File: config.mk
export PLATFORM = sky130hd
export DESIGN_NAME = heater_pi_time_proportional_control
export DESIGN_NICKNAME = d
export VERILOG_FILES = /design/src/hdl/hpitpc_pkg.sv /design/src/hdl/hpitpc_ser_mul.sv /design/src/hdl/hpitpc_ser_div.sv /design/src/hdl/heater_pi_time_proportional_control.sv
export VERILOG_INCLUDE_DIRS = /design/src /design/src/hdl
export SDC_FILE = /design/constraint.sdc
export NUM_CORES = 2
export LEC_CHECK = 0
export BUFFER_PORTS_ARGS = -buffer_cell sky130_fd_sc_hd__buf_2
export CAP_MARGIN = 20
export CORE_ASPECT_RATIO = 1.25
export CORE_MARGIN = 2
export CORE_UTILIZATION = 50
export DETAILED_ROUTE_END_ITERATION = 7
export PLACE_DENSITY = 0.68
export SLEW_MARGIN = 20
export SYNTH_ARGS = -nofsm -noshare
export SYNTH_HDL_FRONTEND = slang
export SYNTH_SLANG_ARGS = --single-unit
File: constraint.sdc
create_clock -name clk -period 21 [get_ports clk]
set_input_delay 5.25 -clock clk [delete_from_list [all_inputs] [get_ports clk]]
set_output_delay 5.25 -clock clk [all_outputs]
set_load 0.05 [all_outputs]
File: src/hdl/heater_pi_time_proportional_control_defines.svh
// Assertion macros shared by the heater controller RTL.
`ifndef HEATER_PI_TIME_PROPORTIONAL_CONTROL_DEFINES_SVH
`define HEATER_PI_TIME_PROPORTIONAL_CONTROL_DEFINES_SVH

// Same-cycle implication, checked on every clock edge outside reset.
`define HPI_ASSERT_IMPLY(lbl, ante, cons) \
    lbl: assert property (@(posedge clk) disable iff (!rst_n) (ante) |-> (cons)) \
        else $error("heater controller check failed");

// Next-cycle implication, checked on every clock edge outside reset.
`define HPI_ASSERT_NEXT(lbl, ante, cons) \
    lbl: assert property (@(posedge clk) disable iff (!rst_n) (ante) |=> (cons)) \
        else $error("heater controller check failed");

`endif

File: src/hdl/hpitpc_pkg.sv
// Shared constants and types of the heater PI controller.
`default_nettype none
package hpitpc_pkg;

    // Serial multiplier operand widths: signed multiplicand, unsigned multiplier.
    localparam int MUL_AW = 21;
    localparam int GAIN_W = 20;

    // Serial divider: dividend and divisor width, quotient bits.
    localparam int DIV_NW = 32;
    localparam int DIV_QW = 16;

    // Fixed-point shifts.
    localparam int GAIN_SHIFT = 8;
    localparam int FRAC_BITS  = 16;

    // Configuration port.
    localparam int CFG_IDX_W  = 3;
    localparam int CFG_DATA_W = 20;

    localparam logic [CFG_IDX_W-1:0] CFG_TARGET_TEMP     = 3'd0;
    localparam logic [CFG_IDX_W-1:0] CFG_GAIN_PROP       = 3'd1;
    localparam logic [CFG_IDX_W-1:0] CFG_GAIN_INTEG      = 3'd2;
    localparam logic [CFG_IDX_W-1:0] CFG_FEED_FORWARD    = 3'd3;
    localparam logic [CFG_IDX_W-1:0] CFG_INTEG_LIMIT     = 3'd4;
    localparam logic [CFG_IDX_W-1:0] CFG_ACTIVATION_TEMP = 3'd5;
    localparam logic [CFG_IDX_W-1:0] CFG_NOMINAL_MV      = 3'd6;

    typedef logic signed [15:0] temp_t;
    typedef logic signed [17:0] duty_t;
    typedef logic [15:0]        mv_t;
    typedef logic [47:0]        stamp_t;

endpackage
`default_nettype wire

File: src/hdl/hpitpc_ser_mul.sv
// Bit-serial shift-and-add multiplier, one multiplier bit per cycle.
`default_nettype none
module hpitpc_ser_mul
    import hpitpc_pkg::*;
#(
    parameter int AW = MUL_AW,
    parameter int BW = GAIN_W
)
(
    input  wire logic                    clk,
    input  wire logic                    rst_n,
    input  wire logic                    start,
    input  wire logic signed [AW-1:0]    a,
    input  wire logic [BW-1:0]           b,
    output logic                         done,
    output logic signed [AW+BW-1:0]      prod
);

    localparam int PW = AW + BW;
    localparam int CW = $clog2(BW + 1);

    logic signed [PW-1:0] acc_reg, acc_next;
    logic signed [PW-1:0] a_reg, a_next;
    logic [BW-1:0]        b_reg, b_next;
    logic [CW-1:0]        cnt_reg, cnt_next;
    logic                 busy_reg, busy_next;
    logic                 done_reg, done_next;

    always_comb
    begin
        acc_next  = acc_reg;
        a_next    = a_reg;
        b_next    = b_reg;
        cnt_next  = cnt_reg;
        busy_next = busy_reg;
        done_next = 1'b0;
        if (start)
        begin
            acc_next  = '0;
            a_next    = PW'(a);
            b_next    = b;
            cnt_next  = CW'(BW);
            busy_next = 1'b1;
        end
        else if (busy_reg)
        begin
            if (b_reg[0])
            begin
                acc_next = acc_reg + a_reg;
            end
            a_next   = a_reg <<< 1;
            b_next   = b_reg >> 1;
            cnt_next = cnt_reg - CW'(1);
            if (cnt_reg == CW'(1))
            begin
                busy_next = 1'b0;
                done_next = 1'b1;
            end
        end
    end

    always_ff @(posedge clk or negedge rst_n)
    begin
        if (!rst_n)
        begin
            acc_reg  <= '0;
            a_reg    <= '0;
            b_reg    <= '0;
            cnt_reg  <= '0;
            busy_reg <= 1'b0;
            done_reg <= 1'b0;
        end
        else
        begin
            acc_reg  <= acc_next;
            a_reg    <= a_next;
            b_reg    <= b_next;
            cnt_reg  <= cnt_next;
            busy_reg <= busy_next;
            done_reg <= done_next;
        end
    end

    assign done = done_reg;
    assign prod = acc_reg;

endmodule
`default_nettype wire

File: src/hdl/hpitpc_ser_div.sv
// Restoring divider producing one quotient bit per cycle; dividend below divisor.
`default_nettype none
module hpitpc_ser_div
    import hpitpc_pkg::*;
#(
    parameter int NW = DIV_NW,
    parameter int QW = DIV_QW
)
(
    input  wire logic          clk,
    input  wire logic          rst_n,
    input  wire logic          start,
    input  wire logic [NW-1:0] num,
    input  wire logic [NW-1:0] den,
    output logic               done,
    output logic [QW-1:0]      quot
);

    localparam int CW = $clog2(QW + 1);

    logic [NW-1:0] rem_reg, rem_next;
    logic [NW-1:0] den_reg, den_next;
    logic [QW-1:0] q_reg, q_next;
    logic [CW-1:0] cnt_reg, cnt_next;
    logic          busy_reg, busy_next;
    logic          done_reg, done_next;
    logic [NW:0]   rem_sh;
    logic [NW:0]   diff;

    assign rem_sh = {rem_reg, 1'b0};
    assign diff   = rem_sh - {1'b0, den_reg};

    always_comb
    begin
        rem_next  = rem_reg;
        den_next  = den_reg;
        q_next    = q_reg;
        cnt_next  = cnt_reg;
        busy_next = busy_reg;
        done_next = 1'b0;
        if (start)
        begin
            rem_next  = num;
            den_next  = den;
            q_next    = '0;
            cnt_next  = CW'(QW);
            busy_next = 1'b1;
        end
        else if (busy_reg)
        begin
            if (!diff[NW])
            begin
                rem_next = diff[NW-1:0];
                q_next   = {q_reg[QW-2:0], 1'b1};
            end
            else
            begin
                rem_next = rem_sh[NW-1:0];
                q_next   = {q_reg[QW-2:0], 1'b0};
            end
            cnt_next = cnt_reg - CW'(1);
            if (cnt_reg == CW'(1))
            begin
                busy_next = 1'b0;
                done_next = 1'b1;
            end
        end
    end

    always_ff @(posedge clk or negedge rst_n)
    begin
        if (!rst_n)
        begin
            rem_reg  <= '0;
            den_reg  <= '0;
            q_reg    <= '0;
            cnt_reg  <= '0;
            busy_reg <= 1'b0;
            done_reg <= 1'b0;
        end
        else
        begin
            rem_reg  <= rem_next;
            den_reg  <= den_next;
            q_reg    <= q_next;
            cnt_reg  <= cnt_next;
            busy_reg <= busy_next;
            done_reg <= done_next;
        end
    end

    assign done = done_reg;
    assign quot = q_reg;

endmodule
`default_nettype wire

File: src/hdl/heater_pi_time_proportional_control.sv
// Top level of the heater PI controller with time-proportional output.
`default_nettype none
`include "heater_pi_time_proportional_control_defines.svh"

// Each request is one controller wake-up and yields exactly one result. A
// wake-up that finds the heater on switches it off and goes straight to the
// output state. A wake-up without a fresh sample, or before heating has
// latched, also goes straight to the output state. A control step runs three
// products through one bit-serial multiplier, whose multiplier operand width
// BW is 20 for periods up to about one second. With supply compensation
// active and the supply above nominal, two squares, a restoring divide and
// the final scaling product follow. The next request is taken once the
// result sits in the output register, so a result waiting on the output side
// holds up only the end of the following step. Configuration writes are
// accepted every cycle and should be made while the block is idle.
module heater_pi_time_proportional_control
    import hpitpc_pkg::*;
#(
    parameter int PERIOD_US          = 10000,
    parameter int TARGET_BAND        = 640,
    parameter int BATTERY_TIMEOUT_US = 500000
)
(
    input  wire logic                  clk,
    input  wire logic                  rst_n,

    input  wire logic                  in_valid,
    output logic                       in_ready,
    input  wire logic [47:0]           now_us,
    input  wire logic                  temp_valid,
    input  wire logic signed [15:0]    temperature,
    input  wire logic                  battery_valid,
    input  wire logic [15:0]           supply_mv,

    output logic                       out_valid,
    input  wire logic                  out_ready,
    output logic                       heater_drive,
    output logic [13:0]                next_delay_us,
    output logic [13:0]                on_time_us,
    output logic signed [17:0]         prop_term,
    output logic signed [17:0]         integ_term,
    output logic [16:0]                voltage_multiplier,
    output logic                       target_reached,
    output logic                       activation_latched,
    output logic signed [15:0]         last_temp,
    output logic [15:0]                supply_mv_held,

    input  wire logic                  cfg_valid,
    output logic                       cfg_ready,
    input  wire logic [CFG_IDX_W-1:0]  cfg_index,
    input  wire logic [CFG_DATA_W-1:0] cfg_data
);

    // Width of an on-time or delay, and of the serial multiplier operands.
    localparam int PW  = $clog2(PERIOD_US + 1);
    localparam int BW  = (PW > GAIN_W) ? PW : GAIN_W;
    localparam int PRW = MUL_AW + BW;

    localparam logic [3:0] ST_IDLE  = 4'd0;
    localparam logic [3:0] ST_PROP  = 4'd1;
    localparam logic [3:0] ST_INTEG = 4'd2;
    localparam logic [3:0] ST_SUM   = 4'd3;
    localparam logic [3:0] ST_CHECK = 4'd4;
    localparam logic [3:0] ST_NSQ   = 4'd5;
    localparam logic [3:0] ST_VSQ   = 4'd6;
    localparam logic [3:0] ST_DIV   = 4'd7;
    localparam logic [3:0] ST_SCALE = 4'd8;
    localparam logic [3:0] ST_FLAG  = 4'd9;
    localparam logic [3:0] ST_OUT   = 4'd10;

    // Configuration registers.
    temp_t        target_temp_reg;
    logic [19:0]  gain_prop_reg;
    logic [19:0]  gain_integ_reg;
    logic [16:0]  feed_forward_reg;
    logic [16:0]  integ_limit_reg;
    temp_t        activation_temp_reg;
    mv_t          nominal_mv_reg;

    // Controller state.
    logic [3:0]         state_reg, state_next;
    logic               mul_start_reg, mul_start_next;
    logic               div_start_reg, div_start_next;
    stamp_t             now_reg, now_next;
    logic signed [16:0] err_reg, err_next;
    logic               drive_on_reg, drive_on_next;
    duty_t              integ_reg, integ_next;
    duty_t              prop_reg, prop_next;
    logic [PW-1:0]      on_time_reg, on_time_next;
    logic               latched_reg, latched_next;
    logic               target_reg, target_next;
    temp_t              temp_hold_reg, temp_hold_next;
    mv_t                volt_hold_reg, volt_hold_next;
    logic               seen_reg, seen_next;
    stamp_t             stamp_reg, stamp_next;
    logic [16:0]        mult_reg, mult_next;
    logic [DIV_NW-1:0]  nsq_reg, nsq_next;
    logic [DIV_NW-1:0]  vsq_reg, vsq_next;
    logic [PW-1:0]      delay_reg, delay_next;

    // Output register.
    logic               out_valid_reg, out_valid_next;
    logic               o_drive_reg;
    logic [PW-1:0]      o_delay_reg;
    logic [PW-1:0]      o_on_time_reg;
    duty_t              o_prop_reg;
    duty_t              o_integ_reg;
    logic [16:0]        o_mult_reg;
    logic               o_target_reg;
    logic               o_latched_reg;
    temp_t              o_temp_reg;
    mv_t                o_volt_reg;
    logic               out_load;

    // Shared arithmetic units.
    logic signed [MUL_AW-1:0] mul_a;
    logic [BW-1:0]            mul_b;
    logic                     mul_done;
    logic signed [PRW-1:0]    mul_prod;
    logic                     div_done;
    logic [DIV_QW-1:0]        div_quot;

    // Datapath helpers.
    logic signed [16:0] err_in;
    logic signed [19:0] duty_sum;
    logic signed [PRW-1:0] p8;
    logic signed [PRW-1:0] isum;
    logic signed [PRW-1:0] lim;
    logic signed [PRW-1:0] tsh;
    stamp_t             elapsed;
    logic               stale;
    logic signed [17:0] err18;
    logic [17:0]        err_mag;

    assign cfg_ready = 1'b1;

    always_ff @(posedge clk or negedge rst_n)
    begin
        if (!rst_n)
        begin
            target_temp_reg     <= 16'sd14080;
            gain_prop_reg       <= 20'd65536;
            gain_integ_reg      <= 20'd1638;
            feed_forward_reg    <= 17'd3277;
            integ_limit_reg     <= 17'd65536;
            activation_temp_reg <= 16'sd32767;
            nominal_mv_reg      <= 16'd0;
        end
        else if (cfg_valid && cfg_ready)
        begin
            unique case (cfg_index)
                CFG_TARGET_TEMP:     target_temp_reg     <= cfg_data[15:0];
                CFG_GAIN_PROP:       gain_prop_reg       <= cfg_data[19:0];
                CFG_GAIN_INTEG:      gain_integ_reg      <= cfg_data[19:0];
                CFG_FEED_FORWARD:    feed_forward_reg    <= cfg_data[16:0];
                CFG_INTEG_LIMIT:     integ_limit_reg     <= cfg_data[16:0];
                CFG_ACTIVATION_TEMP: activation_temp_reg <= cfg_data[15:0];
                CFG_NOMINAL_MV:      nominal_mv_reg      <= cfg_data[15:0];
                default:             ;
            endcase
        end
    end

    assign err_in   = 17'(target_temp_reg) - 17'(temperature);
    assign duty_sum = $signed({3'b000, feed_forward_reg}) + 20'(prop_reg) + 20'(integ_reg);
    assign p8       = mul_prod >>> GAIN_SHIFT;
    assign isum     = p8 + PRW'(integ_reg);
    assign lim      = $signed(PRW'(integ_limit_reg));
    assign tsh      = mul_prod >>> FRAC_BITS;
    assign elapsed  = now_reg - stamp_reg;
    assign stale    = !seen_reg || (elapsed > 48'(BATTERY_TIMEOUT_US));
    assign err18    = 18'(err_reg);
    assign err_mag  = err18[17] ? 18'(-err18) : 18'(err18);

    // Operand selection for the serial multiplier, by step.
    always_comb
    begin
        unique case (state_reg)
            ST_PROP:
            begin
                mul_a = MUL_AW'(err_reg);
                mul_b = BW'(gain_prop_reg);
            end
            ST_INTEG:
            begin
                mul_a = MUL_AW'(err_reg);
                mul_b = BW'(gain_integ_reg);
            end
            ST_SUM:
            begin
                mul_a = MUL_AW'(duty_sum);
                mul_b = BW'(PERIOD_US);
            end
            ST_NSQ:
            begin
                mul_a = $signed(MUL_AW'(nominal_mv_reg));
                mul_b = BW'(nominal_mv_reg);
            end
            ST_VSQ:
            begin
                mul_a = $signed(MUL_AW'(volt_hold_reg));
                mul_b = BW'(volt_hold_reg);
            end
            ST_SCALE:
            begin
                mul_a = $signed(MUL_AW'(on_time_reg));
                mul_b = BW'(mult_reg);
            end
            default:
            begin
                mul_a = '0;
                mul_b = '0;
            end
        endcase
    end

    assign out_load = (state_reg == ST_OUT) && (!out_valid_reg || out_ready);

    always_comb
    begin
        state_next     = state_reg;
        mul_start_next = 1'b0;
        div_start_next = 1'b0;
        now_next       = now_reg;
        err_next       = err_reg;
        drive_on_next  = drive_on_reg;
        integ_next     = integ_reg;
        prop_next      = prop_reg;
        on_time_next   = on_time_reg;
        latched_next   = latched_reg;
        target_next    = target_reg;
        temp_hold_next = temp_hold_reg;
        volt_hold_next = volt_hold_reg;
        seen_next      = seen_reg;
        stamp_next     = stamp_reg;
        mult_next      = mult_reg;
        nsq_next       = nsq_reg;
        vsq_next       = vsq_reg;
        delay_next     = delay_reg;
        out_valid_next = out_valid_reg;

        if (out_valid_reg && out_ready)
        begin
            out_valid_next = 1'b0;
        end

        unique case (state_reg)
            ST_IDLE:
            begin
                if (in_valid)
                begin
                    now_next   = now_us;
                    err_next   = err_in;
                    delay_next = PW'(PERIOD_US);
                    // A battery report is stored first, whichever branch follows.
                    if (battery_valid)
                    begin
                        volt_hold_next = supply_mv;
                        stamp_next     = now_us;
                        seen_next      = 1'b1;
                    end
                    state_next = ST_OUT;
                    if (drive_on_reg)
                    begin
                        // End of the on phase: wait out the rest of the period.
                        drive_on_next = 1'b0;
                        delay_next    = PW'(PERIOD_US) - on_time_reg;
                    end
                    else if (temp_valid)
                    begin
                        temp_hold_next = temperature;
                        if (temperature < activation_temp_reg)
                        begin
                            latched_next = 1'b1;
                        end
                        if (latched_reg || (temperature < activation_temp_reg))
                        begin
                            state_next     = ST_PROP;
                            mul_start_next = 1'b1;
                        end
                    end
                end
            end
            ST_PROP:
            begin
                if (mul_done)
                begin
                    if (p8 > PRW'(131071))
                        prop_next = 18'sd131071;
                    else if (p8 < PRW'(-131072))
                        prop_next = -18'sd131072;
                    else
                        prop_next = 18'(p8);
                    state_next     = ST_INTEG;
                    mul_start_next = 1'b1;
                end
            end
            ST_INTEG:
            begin
                if (mul_done)
                begin
                    if (isum > lim)
                        integ_next = 18'(lim);
                    else if (isum < -lim)
                        integ_next = 18'(-lim);
                    else
                        integ_next = 18'(isum);
                    state_next     = ST_SUM;
                    mul_start_next = 1'b1;
                end
            end
            ST_SUM:
            begin
                if (mul_done)
                begin
                    if (tsh < 0)
                        on_time_next = '0;
                    else if (tsh > PRW'(PERIOD_US))
                        on_time_next = PW'(PERIOD_US);
                    else
                        on_time_next = PW'(tsh);
                    state_next = ST_CHECK;
                end
            end
            ST_CHECK:
            begin
                state_next = ST_FLAG;
                if (nominal_mv_reg != '0)
                begin
                    if (stale)
                    begin
                        on_time_next = '0;
                    end
                    else if (volt_hold_reg > nominal_mv_reg)
                    begin
                        state_next     = ST_NSQ;
                        mul_start_next = 1'b1;
                    end
                end
            end
            ST_NSQ:
            begin
                if (mul_done)
                begin
                    nsq_next       = mul_prod[DIV_NW-1:0];
                    state_next     = ST_VSQ;
                    mul_start_next = 1'b1;
                end
            end
            ST_VSQ:
            begin
                if (mul_done)
                begin
                    vsq_next       = mul_prod[DIV_NW-1:0];
                    state_next     = ST_DIV;
                    div_start_next = 1'b1;
                end
            end
            ST_DIV:
            begin
                if (div_done)
                begin
                    // The supply is above nominal, so the ratio stays below one.
                    mult_next      = 17'(div_quot);
                    state_next     = ST_SCALE;
                    mul_start_next = 1'b1;
                end
            end
            ST_SCALE:
            begin
                if (mul_done)
                begin
                    on_time_next = mul_prod[FRAC_BITS +: PW];
                    state_next   = ST_FLAG;
                end
            end
            ST_FLAG:
            begin
                target_next = err_mag < 18'(TARGET_BAND);
                if (on_time_reg != '0)
                begin
                    drive_on_next = 1'b1;
                    delay_next    = on_time_reg;
                end
                state_next = ST_OUT;
            end
            ST_OUT:
            begin
                if (out_load)
                begin
                    out_valid_next = 1'b1;
                    state_next     = ST_IDLE;
                end
            end
            default:
            begin
                state_next = ST_IDLE;
            end
        endcase
    end

    always_ff @(posedge clk or negedge rst_n)
    begin
        if (!rst_n)
        begin
            state_reg     <= ST_IDLE;
            mul_start_reg <= 1'b0;
            div_start_reg <= 1'b0;
            now_reg       <= '0;
            err_reg       <= '0;
            drive_on_reg  <= 1'b0;
            integ_reg     <= '0;
            prop_reg      <= '0;
            on_time_reg   <= '0;
            latched_reg   <= 1'b0;
            target_reg    <= 1'b0;
            temp_hold_reg <= '0;
            volt_hold_reg <= '0;
            seen_reg      <= 1'b0;
            stamp_reg     <= '0;
            mult_reg      <= 17'd65536;
            nsq_reg       <= '0;
            vsq_reg       <= '0;
            delay_reg     <= '0;
            out_valid_reg <= 1'b0;
        end
        else
        begin
            state_reg     <= state_next;
            mul_start_reg <= mul_start_next;
            div_start_reg <= div_start_next;
            now_reg       <= now_next;
            err_reg       <= err_next;
            drive_on_reg  <= drive_on_next;
            integ_reg     <= integ_next;
            prop_reg      <= prop_next;
            on_time_reg   <= on_time_next;
            latched_reg   <= latched_next;
            target_reg    <= target_next;
            temp_hold_reg <= temp_hold_next;
            volt_hold_reg <= volt_hold_next;
            seen_reg      <= seen_next;
            stamp_reg     <= stamp_next;
            mult_reg      <= mult_next;
            nsq_reg       <= nsq_next;
            vsq_reg       <= vsq_next;
            delay_reg     <= delay_next;
            out_valid_reg <= out_valid_next;
        end
    end

    // The result fields copy the state as it stands at the end of the step.
    always_ff @(posedge clk)
    begin
        if (out_load)
        begin
            o_drive_reg   <= drive_on_reg;
            o_delay_reg   <= delay_reg;
            o_on_time_reg <= on_time_reg;
            o_prop_reg    <= prop_reg;
            o_integ_reg   <= integ_reg;
            o_mult_reg    <= mult_reg;
            o_target_reg  <= target_reg;
            o_latched_reg <= latched_reg;
            o_temp_reg    <= temp_hold_reg;
            o_volt_reg    <= volt_hold_reg;
        end
    end

    hpitpc_ser_mul #(
        .AW (MUL_AW),
        .BW (BW)
    ) u_mul (
        .clk   (clk),
        .rst_n (rst_n),
        .start (mul_start_reg),
        .a     (mul_a),
        .b     (mul_b),
        .done  (mul_done),
        .prod  (mul_prod)
    );

    hpitpc_ser_div #(
        .NW (DIV_NW),
        .QW (DIV_QW)
    ) u_div (
        .clk   (clk),
        .rst_n (rst_n),
        .start (div_start_reg),
        .num   (nsq_reg),
        .den   (vsq_reg),
        .done  (div_done),
        .quot  (div_quot)
    );

    assign in_ready           = (state_reg == ST_IDLE);
    assign out_valid          = out_valid_reg;
    assign heater_drive       = o_drive_reg;
    assign next_delay_us      = 14'(o_delay_reg);
    assign on_time_us         = 14'(o_on_time_reg);
    assign prop_term          = o_prop_reg;
    assign integ_term         = o_integ_reg;
    assign voltage_multiplier = o_mult_reg;
    assign target_reached     = o_target_reg;
    assign activation_latched = o_latched_reg;
    assign last_temp          = o_temp_reg;
    assign supply_mv_held     = o_volt_reg;

    `HPI_ASSERT_NEXT(a_accept_leaves_idle, in_valid && in_ready, state_reg != ST_IDLE)
    `HPI_ASSERT_IMPLY(a_on_time_bound, 1'b1, on_time_reg <= PW'(PERIOD_US))
    `HPI_ASSERT_IMPLY(a_drive_has_on_time, drive_on_reg, on_time_reg != '0)
    `HPI_ASSERT_IMPLY(a_mul_done_in_step, mul_done, state_reg == ST_PROP || state_reg == ST_INTEG || state_reg == ST_SUM || state_reg == ST_NSQ || state_reg == ST_VSQ || state_reg == ST_SCALE)

endmodule
`default_nettype wire
### After elaboration in Yosys (flattened, before gate mapping)

Index checks and enable logic that the tools add are counted.
Widths: inputs -> output; s select.

* register bits after elaboration: 735
* latch bits: 0
* RAM bits: 0
* memory bits (read-only): 0
* input bits: 110
* output and inout port bits: 119
* word-level logic and storage cells: 220
* memories kept: 0

* add/sub/neg operators: 12
* $mul: 0
* div/mod/pow operators: 0
* order comparisons: 10
* equal/unequal tests: 30
* shift operators: 0
* mux-type cells: 80
* bitwise operators: 1
* reduce and logical (&&, ||, !) cells: 38

Operators by type and width (count)
* $mux 41: 5
* $mux 14: 9
* $pmux 20 s6: 1
* $pmux 21 s5: 1
* $mux 32: 3
* $mux 18: 5
* $mux 4: 15
* $gt 48x19->1 const B: 1
* $sub 48x48->48: 1
* $pmux 4 s11: 1
* $pmux 14 s3: 1
* $add 41x41->41: 1
* $lt 34x41->1: 1
* $neg 17->41: 1
* $mux 20: 2
* $add 33x18->34: 1
* $gt 34x18->1: 1
* $gt 33x18->1 const B: 1
* $lt 33x18->1 const B: 1
* $sub 33x32->33: 1
* $mux 16: 2
* $mux 1: 28
* $pmux 14 s2: 1
* $reduce_and 2->1: 14
* 40 further kinds: 73

### Longest topological paths before layout

* depth after elaboration: 7
* mapped depth: 26
* gate-level depth less buffers: 24

### Cells and area by module

A second synthesis with hierarchy kept.

* cell total of the unflattened synthesis: 4471
* area, all modules: 43578.0 µm²

Modules (own cells, without submodules)
* heater_pi_time_proportional_control: instances 1, cells each 3057, area each 31049.8 µm², seq. area each 14113.5 µm²
* hpitpc_ser_mul: instances 1, cells each 781, area each 6925.4 µm², seq. area each 2727.6 µm²
* hpitpc_ser_div: instances 1, cells each 633, area each 5602.9 µm², seq. area each 2177.1 µm²

### Worst setup path after synthesis

No wires, ideal clock.

* kind: input port to flip-flop
* start: input out_ready
* end: register o_latched_reg (netlist: activation_latched), enable pin
* library setup time: 0.734 ns
* arrival: 13.213 ns
* required time: 20.266 ns
* slack: 7.053 ns
* stages on the path: 2
* buffers on the path: 0
* path through: nor2b_1 -> nor3_1

* cells in the longest elaborated chain, start to end: 2

RTL lines
* start: declaration: line heater_pi_time_proportional_control.sv:36 `input wire logic out_ready,`
* $logic_or 1x1->1: line heater_pi_time_proportional_control.sv:217 `assign out_load = (state_reg == ST_OUT) && (!out_valid_reg || out_ready);`
* $logic_and 1x1->1: line heater_pi_time_proportional_control.sv:217
* named net out_load: line heater_pi_time_proportional_control.sv:113 `logic out_load;`
* end signal: assignment: line heater_pi_time_proportional_control.sv:464 `o_latched_reg <= latched_reg;`
* end: declaration: line heater_pi_time_proportional_control.sv:110 `logic o_latched_reg;`

The timed path passes the listed nets, and every way through them passes these cells.
A chain may end at the register's enable or synchronous reset.

### Final worst setup path

* start: input temperature[1]
* end: register err_reg[15]

* cells in the longest elaborated chain, start to end: 1

RTL lines
* start: declaration: line heater_pi_time_proportional_control.sv:31 `input wire logic signed [15:0] temperature,`
* $sub 16x16->17: line heater_pi_time_proportional_control.sv:164 `assign err_in = 17'(target_temp_reg) - 17'(temperature);`
* end signal: assignment: line heater_pi_time_proportional_control.sv:433 `err_reg <= err_next;`
* end: declaration: line heater_pi_time_proportional_control.sv:85 `logic signed [16:0] err_reg, err_next;`

Every way passes these cells.

==> flow_summary.ini <==
[route]
via_per_inst = 5.92
vias = 32900
ant_nets = 0
first_iter_violations = 2779
drc_errors = 0
routed_wl_um = 118000
wl_per_cell_um = 21.2
drtPass1Iterations = 7

[cts]
post_cts_buffers = 0
cts.path.max_buffers = 3
clock-sinks = 735
clkSlewWorstSetupHoldPaths_ns = 0.06
clk_latency_ns = 0.65
cts_hold_buffers = 0
tritoncts = done
ctsResizeCount = 0
cts_buffers = 78
htree_levels = 3
cts_root_buf = clkbuf_16

[global_routing]
grt_overflow = 0
grt_pass1_wl_um = 183000
antenna_found_initial = 8
grt_start_max_net_pins = 178
grt_pass1_vias = 32500
track_usage_pct = 26.9

[timing]
finalSetupViolCount = 0
setup-tns-final_ns = 0
fin_crit_ns = 7.87
worst_pin_slew_ns = 1.06
fin_crit_sh_pct = 37.5
rsz0062_at_grt = no
skew_ns = 0.0401
maxSlewViolCount = 0
finalHoldViolations = 0
worst_slew_margin_rel_pct = 29.0
fmax_ghz = 0.127

[cells_and_area]
fin_nets = 4824
layout-drive-gt1-share_pct = 17.2
final_cells = 5565
area.growth.synth_to_final_pct = 11.9

[die]
pin_count = 229
coreArea_um2 = 84100
die_area_um2 = 87000
die_w_um = 264
die_h_um = 329
initial_core_util_pct = 50.3
row_count = 119

[synth]
synth_top_area_share_pct = 34.5
yosysSeqAreaShare_pct = 44.9
ys.flop_type = dfrtp_1
synth_area_leader_cell = dfrtp_1
async_flop_share_pct = 84.2
yosys-top-cells-area = dfrtp_1 (34%), ha_1 (8.3%), edfxtp_1 (8.2%), mux2_2 (6.8%), nand2_1 (4.1%)
synth-edff-count = 116
syn_avg_cell_area_um2 = 9.99
synth.most_common_cell = dfrtp_1
synthCells = 4240
synth-seq-cells = 735
ys.warnings.count = 0
syn_area_um2 = 42300
synth_top_cells_by_count = dfrtp_1 (583), nand2_1 (463), a21oi_1 (343)
synth_cell_type_count = 87
synth.net_count = 4654

[setup_path]
crit_chain = buf_2, inv_1, ha_1, nor2b_1, o21ai_0, a21oi_1, o21ai_0, a21oi_1, o21ai_0, a21oi_1, o21ai_0, nand2b_1, a31oi_1, o21ai_0, or4_1, nand3_1
cp_top_family = compound AO/OA/AOI/OAI gates
worst_ep_arrival_time_ns = 8.44
cpPeakStageDelay_ns = 0.50
crit_top_cell = o21ai_0
cp_num_buf_inv = 2
worstSetupPathType = in -> reg
cp.required_ns = 21.57
regToRegSetupSlack_ns = 14.29
crit_path_end_kind = flop
critPathLaunchType = input port
cp_slowest_cell = or4_1
worstPathMaxFanout = 4

[status]
run_status = finished, final reports clean

[placement]
dpl.cell_count = 5418
gp_congestion = 0.932
hpwl_um = 84500
io_buffer_count = 227

[pwr]
vdd_drop_max_uv = 115
p_leak_nw = 22.1
p_per_area_nw_per_um2 = 169
power_mw = 8.01

[hold_path]
hold_path_class = reg -> reg

[run]
maxCapViolCount = 0
## cell families after synthesis
| family | synth area share (%) |
|---|---|
| AO/OA/AOI/OAI | 17.4 |
| AND/OR/NAND/NOR | 12.5 |
| flip-flops | 44.9 |
| buffers and inverters | 4.18 |
| multiplexers | 8.37 |
| adder cells (fa/ha/maj) | 9.39 |
| XOR/XNOR | 3.31 |
| other | 0.00886 |
## power breakdown
part / total (mW) / switching [mW] / internal, mW
sequential: 2.29 / 0.411 / 1.88
combinational: 4.25 / 2.49 / 1.76
clock: 1.48 / 0.598 / 0.877
total: 8.01 / 3.50 / 4.51
## worst paths after layout
check,start,depth (start not counted),endpoint
worst max-delay path,temperature[1],16,err_reg[15]
worst min-delay path,temp_hold_reg[11],0,last_temp[11]
worst max register to register,u_mul.prod[8],23,integ_reg[10]
worst min register to register,temp_hold_reg[11],0,last_temp[11]
max in group asynchronous,rst_n,3,mul_start_reg
min in group asynchronous,rst_n,1,integ_reg[11]
## metrics by stage
| stage | util (%) | setup slack (ns) | hold WS [ns] | cell area, um2 |
|---|---|---|---|---|
| CTS | 56.3 | 13.20 | 0.445 | 47400 |
| global placement | 53.0 | 12.69 | 0.430 | 44600 |
| finish | 56.3 | 13.13 | 0.446 | 47400 |
| floorplan | - | 7.05 | 0.419 | 42300 |
| global route | 56.3 | 12.76 | 0.452 | 47400 |
| detailed placement | 53.1 | 12.56 | 0.435 | 44600 |
## area by class of cell
class                   count  area (um2)
well taps                1089        1360
inverters                 272        1020
diodes                      3        7.51
clock buffers              95        2100
fillers                  7339       36700
flip-flops and latches    735       19000
multi-input cells        3039       21600
clock inverters            48         631
repair buffers            284        1610
## cells in the final DEF, fill, tap and decap left out, types with 42 or more instances in the layout
cell type and n:
buf_2 226, nand2b_1 49, a21o_1 119, o22a_1 42, xor2_1 52, ha_1 281
clkbuf_16 80, nand2_1 460, dfrtp_1 579, nand4_1 48, nor2b_1 46, buf_4 53
nand3_1 54, edfxtp_1 116, inv_1 271, o21ai_0 250, a31oi_1 42, xnor2_1 108
nor2_1 186, nor3_1 79, mux2_2 255, mux2i_1 67, a21oi_1 342
## metal layers
layer	global-route usage (%)	wire [um]
met1	32.6	47000
met2	47.0	58600
met3	4.46	6760
met4	12.0	5280
met5	0	28
Power figures use the tool's default switching activity.
